### src/design/tsli_pkg.sv
// Package for the timestamped sample interpolation unit.
// Holds request and status codes and the controller/datapath link types.
// No dependencies.
package tsli_pkg;

   // Request kinds carried on req_tuser.
   localparam logic [1:0] FUNC_PUSH  = 2'd0;
   localparam logic [1:0] FUNC_QUERY = 2'd1;
   localparam logic [1:0] FUNC_CLEAR = 2'd2;

   // Response status carried on rsp_tuser.
   localparam logic [1:0] ST_INTERP  = 2'd0;
   localparam logic [1:0] ST_EXACT   = 2'd1;
   localparam logic [1:0] ST_FEW     = 2'd2;
   localparam logic [1:0] ST_OUTSIDE = 2'd3;

   // Sample memory read address selection.
   localparam logic [2:0] RD_FIRST = 3'd0;
   localparam logic [2:0] RD_LAST  = 3'd1;
   localparam logic [2:0] RD_MID   = 3'd2;
   localparam logic [2:0] RD_LO    = 3'd3;
   localparam logic [2:0] RD_LOM1  = 3'd4;

   localparam int TIME_W = 48;
   localparam int AXIS_W = 32;
   localparam int AXES   = 6;
   localparam int FRAC_W = 16;
   localparam int DEFAULT_RING_DEPTH = 64;

   // Commands from the controller to the datapath.
   typedef struct packed {
      logic       push;
      logic       clear;
      logic       load_stamp;
      logic [2:0] rd_sel;
      logic       cap_first;
      logic       srch_init;
      logic       srch_upd;
      logic       cap_front;
      logic       cap_back;
      logic       div_step;
      logic       mul_step;
      logic       emit_rd;
      logic       emit_front;
      logic       set_err;
      logic [1:0] err_code;
   } cmd_type;

   // Status from the datapath to the controller.
   typedef struct packed {
      logic few_samples;
      logic span_bad;
      logic srch_done;
      logic lo_zero;
      logic lo_end;
      logic direct;
      logic div_last;
      logic mul_last;
   } stat_type;

endpackage

### src/design/tsli_ctrl.sv
// Controller state machine of the timestamped sample interpolation unit.
// Sequences push, clear and query requests; depends on tsli_pkg.
module tsli_ctrl import tsli_pkg::*; (
   input  logic       clock,
   input  logic       reset,
   input  logic       req_tvalid,
   output logic       req_tready,
   input  logic [1:0] req_tuser,
   output logic       rsp_tvalid,
   input  logic       rsp_tready,
   input  stat_type   stat,
   output cmd_type    cmd
);

   localparam logic [3:0] S_IDLE   = 4'd0;
   localparam logic [3:0] S_RDF    = 4'd1;
   localparam logic [3:0] S_RDL    = 4'd2;
   localparam logic [3:0] S_CHK    = 4'd3;
   localparam logic [3:0] S_SA     = 4'd4;
   localparam logic [3:0] S_SB     = 4'd5;
   localparam logic [3:0] S_FRONT  = 4'd6;
   localparam logic [3:0] S_BACK   = 4'd7;
   localparam logic [3:0] S_PREP   = 4'd8;
   localparam logic [3:0] S_DIV    = 4'd9;
   localparam logic [3:0] S_MUL    = 4'd10;
   localparam logic [3:0] S_LOADRD = 4'd11;
   localparam logic [3:0] S_OUT    = 4'd12;

   logic [3:0] state_ff, state_in;

   assign req_tready = (state_ff == S_IDLE);
   assign rsp_tvalid = (state_ff == S_OUT);

   // Next state and command decode.
   always_comb begin
      state_in = state_ff;
      cmd      = '0;
      cmd.rd_sel = RD_FIRST;
      case (state_ff)
         S_IDLE: begin
            if (req_tvalid) begin
               case (req_tuser)
                  FUNC_PUSH:  cmd.push = 1'b1;
                  FUNC_CLEAR: cmd.clear = 1'b1;
                  FUNC_QUERY: begin
                     cmd.load_stamp = 1'b1;
                     if (stat.few_samples) begin
                        cmd.set_err  = 1'b1;
                        cmd.err_code = ST_FEW;
                        state_in     = S_OUT;
                     end else begin
                        state_in = S_RDF;
                     end
                  end
                  default: ;
               endcase
            end
         end
         S_RDF: begin
            cmd.rd_sel = RD_FIRST;
            state_in   = S_RDL;
         end
         S_RDL: begin
            cmd.cap_first = 1'b1;
            cmd.rd_sel    = RD_LAST;
            state_in      = S_CHK;
         end
         S_CHK: begin
            if (stat.span_bad) begin
               cmd.set_err  = 1'b1;
               cmd.err_code = ST_OUTSIDE;
               state_in     = S_OUT;
            end else begin
               cmd.srch_init = 1'b1;
               state_in      = S_SA;
            end
         end
         S_SA: begin
            cmd.rd_sel = RD_MID;
            state_in   = stat.srch_done ? S_FRONT : S_SB;
         end
         S_SB: begin
            cmd.srch_upd = 1'b1;
            state_in     = S_SA;
         end
         S_FRONT: begin
            if (stat.lo_zero) begin
               cmd.rd_sel = RD_FIRST;
               state_in   = S_LOADRD;
            end else if (stat.lo_end) begin
               cmd.rd_sel = RD_LAST;
               state_in   = S_LOADRD;
            end else begin
               cmd.rd_sel = RD_LO;
               state_in   = S_BACK;
            end
         end
         S_BACK: begin
            cmd.cap_front = 1'b1;
            cmd.rd_sel    = RD_LOM1;
            state_in      = S_PREP;
         end
         S_PREP: begin
            cmd.cap_back = 1'b1;
            if (stat.direct) begin
               cmd.emit_front = 1'b1;
               state_in       = S_OUT;
            end else begin
               state_in = S_DIV;
            end
         end
         S_DIV: begin
            cmd.div_step = 1'b1;
            if (stat.div_last) state_in = S_MUL;
         end
         S_MUL: begin
            cmd.mul_step = 1'b1;
            if (stat.mul_last) state_in = S_OUT;
         end
         S_LOADRD: begin
            cmd.emit_rd = 1'b1;
            state_in    = S_OUT;
         end
         S_OUT: begin
            if (rsp_tready) state_in = S_IDLE;
         end
         default: state_in = S_IDLE;
      endcase
   end

   // State register.
   always_ff @(posedge clock) begin
      if (reset) begin
         state_ff <= S_IDLE;
      end else begin
         state_ff <= state_in;
      end
   end

endmodule

### config.mk
export PLATFORM = sky130hd
export DESIGN_NAME = tsli_ctrl
export DESIGN_NICKNAME = d
export VERILOG_FILES = /design/src/design/tsli_pkg.sv /design/src/design/tsli_ctrl.sv
export SDC_FILE = /design/constraint.sdc
export NUM_CORES = 1
export LEC_CHECK = 0
export ABC_AREA = 1
export BUFFER_PORTS_ARGS = -buffer_cell sky130_fd_sc_hd__buf_2
export CAP_MARGIN = 20
export CORE_AREA = 2 2 39 41
export CTS_CLUSTER_DIAMETER = 40
export DETAILED_ROUTE_END_ITERATION = 10
export DIE_AREA = 0 0 41 43
export PLACE_DENSITY = 0.84
export SLEW_MARGIN = 20
export SYNTH_ARGS = -nofsm -noshare
export SYNTH_HDL_FRONTEND = slang
export SYNTH_SLANG_ARGS = --single-unit
### constraint.sdc
create_clock -name clock -period 1.5 [get_ports clock]
set_clock_uncertainty 0.2 [all_clocks]
set_input_delay 0.3 -clock clock [delete_from_list [all_inputs] [get_ports clock]]
set_output_delay 0.3 -clock clock [all_outputs]
set_load 0.005 [all_outputs]
==> results_dict.tcl <==
set metrics [dict create \
    htreeDepth 1 \
    cts_sinks 4 \
    timing.fmax_mhz 553 \
    fin_crit_sh_pct 120 \
    cts_made_buffers 3 \
    wl_per_cell_um 15.2 \
    drt_wl_total_um 2610 \
    status "finished, violations left" \
    fin_nets 172 \
    use_met2_pct 46.3 \
    vias_per_cell 5.19 \
    die_area_um2 1760 \
    grt_use_met3_pct 7.85 \
    layout_min_cycle_time_ns 1.81 \
    cellLeakagePower_nw 0.624 \
    dp_hpwl_um 1430 \
    antennaDiodeCount 0 \
    ir_worst_vdd_v 0.00101 \
    antenna_left 0 \
    worst_slack_ns -0.307 \
    grt_pass1_vias 828 \
    critPathRequiredTime_ns 1.00 \
    fin_hold_ws_ns 0.0682 \
    criticalPathCategory "flop to output pin" \
    critical_path_arrival_ns 1.31 \
    synth_area_leaders "nand2_1 (16%), dfxtp_1 (15%), inv_1 (13%), nor2_1 (12%), nand2_2 (7.3%)" \
    mostFrequentLayoutCells "buf_2 (32), buf_4 (18), nand2_1 (14), inv_1 (12), nand2_2 (9)" \
    ff2ff_path_depth 10 \
    vias 892 \
    rsz0062_at_grt "yes" \
    netlist_instances 97 \
    core_um2 1380 \
    drc_errors 0 \
    yosys_warnings 0 \
    worst_pin_slew_ns 0.271 \
    rr_startpoint "state_ff[0]" \
    design_area_um2 1110 \
    drtIter0Drc 28 \
    place_area_um2 792 \
    port-buffer-count 33 \
    ff2ff_setup_slack_ns -0.09 \
    rr_endpoint "state_ff[3]" \
    initial_core_util_pct 37.3 \
    top_regs "state_ff x4" \
    syn_area_per_cell_um2 5.33 \
    max_cap_viol_count 0 \
    grt_pass1_wl_um 3180 \
    die_w_um 41 \
    setup_viol 23 \
    std_cell_rows 14 \
    postLayoutCoreUtil_pct 80.3 \
    synth_seq_area_share_pct 15.5 \
    cts.clk_slew.worst_paths_ns 0.04 \
    drive_gt1_share_pct 69.2 \
    pin_count 34 \
    drv_slew 0 \
    min_path_type "input pin to flop" \
    cp-start-kind "flop" \
    overflow 0 \
    hold_violations 0 \
    cts_tree "done" \
    power_mw 1.91 \
    cp-startpoint "state_ff[0]" \
    clockBufferDepth 2 \
    hold_start "reset" \
    p_per_area_nw_per_um2 1720 \
    final_common_cell "buf_2" \
    fillers 98 \
    largest_reg_flops 4 \
    cts_hold_buf 0 \
    synth.ff_latch_count 4 \
    grt_util_all_layers_pct 26.1 \
    antenna_found_initial 0 \
    globalplace.congestion 0.951 \
    synth_top_cell_by_area "nand2_1" \
    crit_path_end_kind "output pin" \
    synth_cell_type_count 19 \
    largest_register "state_ff" \
    firstDrtPassIters 4 \
    syn_to_final_growth_pct 115 \
    grt.busiest_layer "met2" \
    grt_max_degree 6 \
    violations "negative setup slack" \
    syn_nets 111 \
    netlist_area_um2 517 \
    die_h_um 43 \
    min_delay_path_depth 2 \
    crit_path_max_fanout 4 \
    min_to "state_ff[1]" \
    slew_headroom_pct 81.8 \
    grt_use_met1_pct 25.1 \
    root_buffer "clkbuf_4" \
    yosys.area.top_type_share_pct 16.0 \
    clk-insertion-delay-late_ns 0.23 \
]
==> critical path, cell delays in order (launching register included) <==
cell     delay (ns)
dfxtp_4        0.36
inv_4          0.07
nand2_4        0.07
nor2_4         0.13
inv_2          0.07
nor4_2         0.19
buf_2          0.19
==> worst max path at each step <==
stage / endpoint
floorplan: cmd[16]
CTS: cmd[16]
detailed placement: cmd[16]
global route: cmd[17]
global placement: cmd[17]
finish: cmd[17]
==> timing repair <==
item                                    4_1_cts  5_1_grt
endpoints found under the setup margin       24       24
gates resized for setup                      36       27
buffers inserted                              5        6
pin swaps                                     6       12
==> logic make-up (layout without fill, tap and decap cells) <==
logic type      Yosys count  in the layout  share of synthesized area [%]
buf+inv                  22             81                           17.4
compound gates           10             10                           9.93
simple gates             61             61                           57.1
flops                     4              4                           15.5
==> stage by stage <==
step / worst slack [ns] / setup TNS, ns / instances
final: -0.307 / -3.32 / 172
after global routing: -0.339 / -4.59 / 172
after CTS: -0.209 / -2.89 / 166
after detailed placement: -0.124 / -0.558 / 158
after global placement: -0.0394 / -0.106 / 158
after floorplan: -0.00906 / -0.0181 / 97
==> routing by layer <==
layer / wire (um) / share of wire, %
met1: 939 / 36
met2: 1370 / 52
met3: 161 / 6.2
met4: 139 / 5.3
met5: 0 / 0
==> cell usage after synthesis <==
| cell type | count |
|---|---|
| a21oi_1 | 6 |
| nor2_4 | 2 |
| inv_1 | 18 |
| nand3_1 | 4 |
| nor2_2 | 3 |
| nand2_1 | 22 |
| nor4_1 | 2 |
| nand3b_1 | 1 |
| buf_4 | 2 |
| nand2_2 | 6 |
| o22ai_1 | 1 |
| nand2_4 | 1 |
| o21ai_1 | 1 |
| dfxtp_1 | 4 |
| o21ai_0 | 2 |
| nor3_1 | 2 |
| nand4_1 | 2 |
| inv_2 | 2 |
| nor2_1 | 16 |
==> power breakdown <==
part	leakage [nW]	total [mW]	internal, mW	switching, mW
logic	0.575	1.55	0.708	0.843
clock network	0.0138	0.129	0.0892	0.0396
registers	0.0356	0.234	0.162	0.0716
==> layout make-up <==
cell class	count	area [um^2]	share of cell area, %
multi-input cells	71	490	44.1
inverters	20	85.1	7.66
clock buffers	3	22.5	2.03
flip-flops and latches	4	95.1	8.56
well taps	16	20.0	1.80
repair buffers	58	398	35.8
Power figures use the tool's default switching activity.
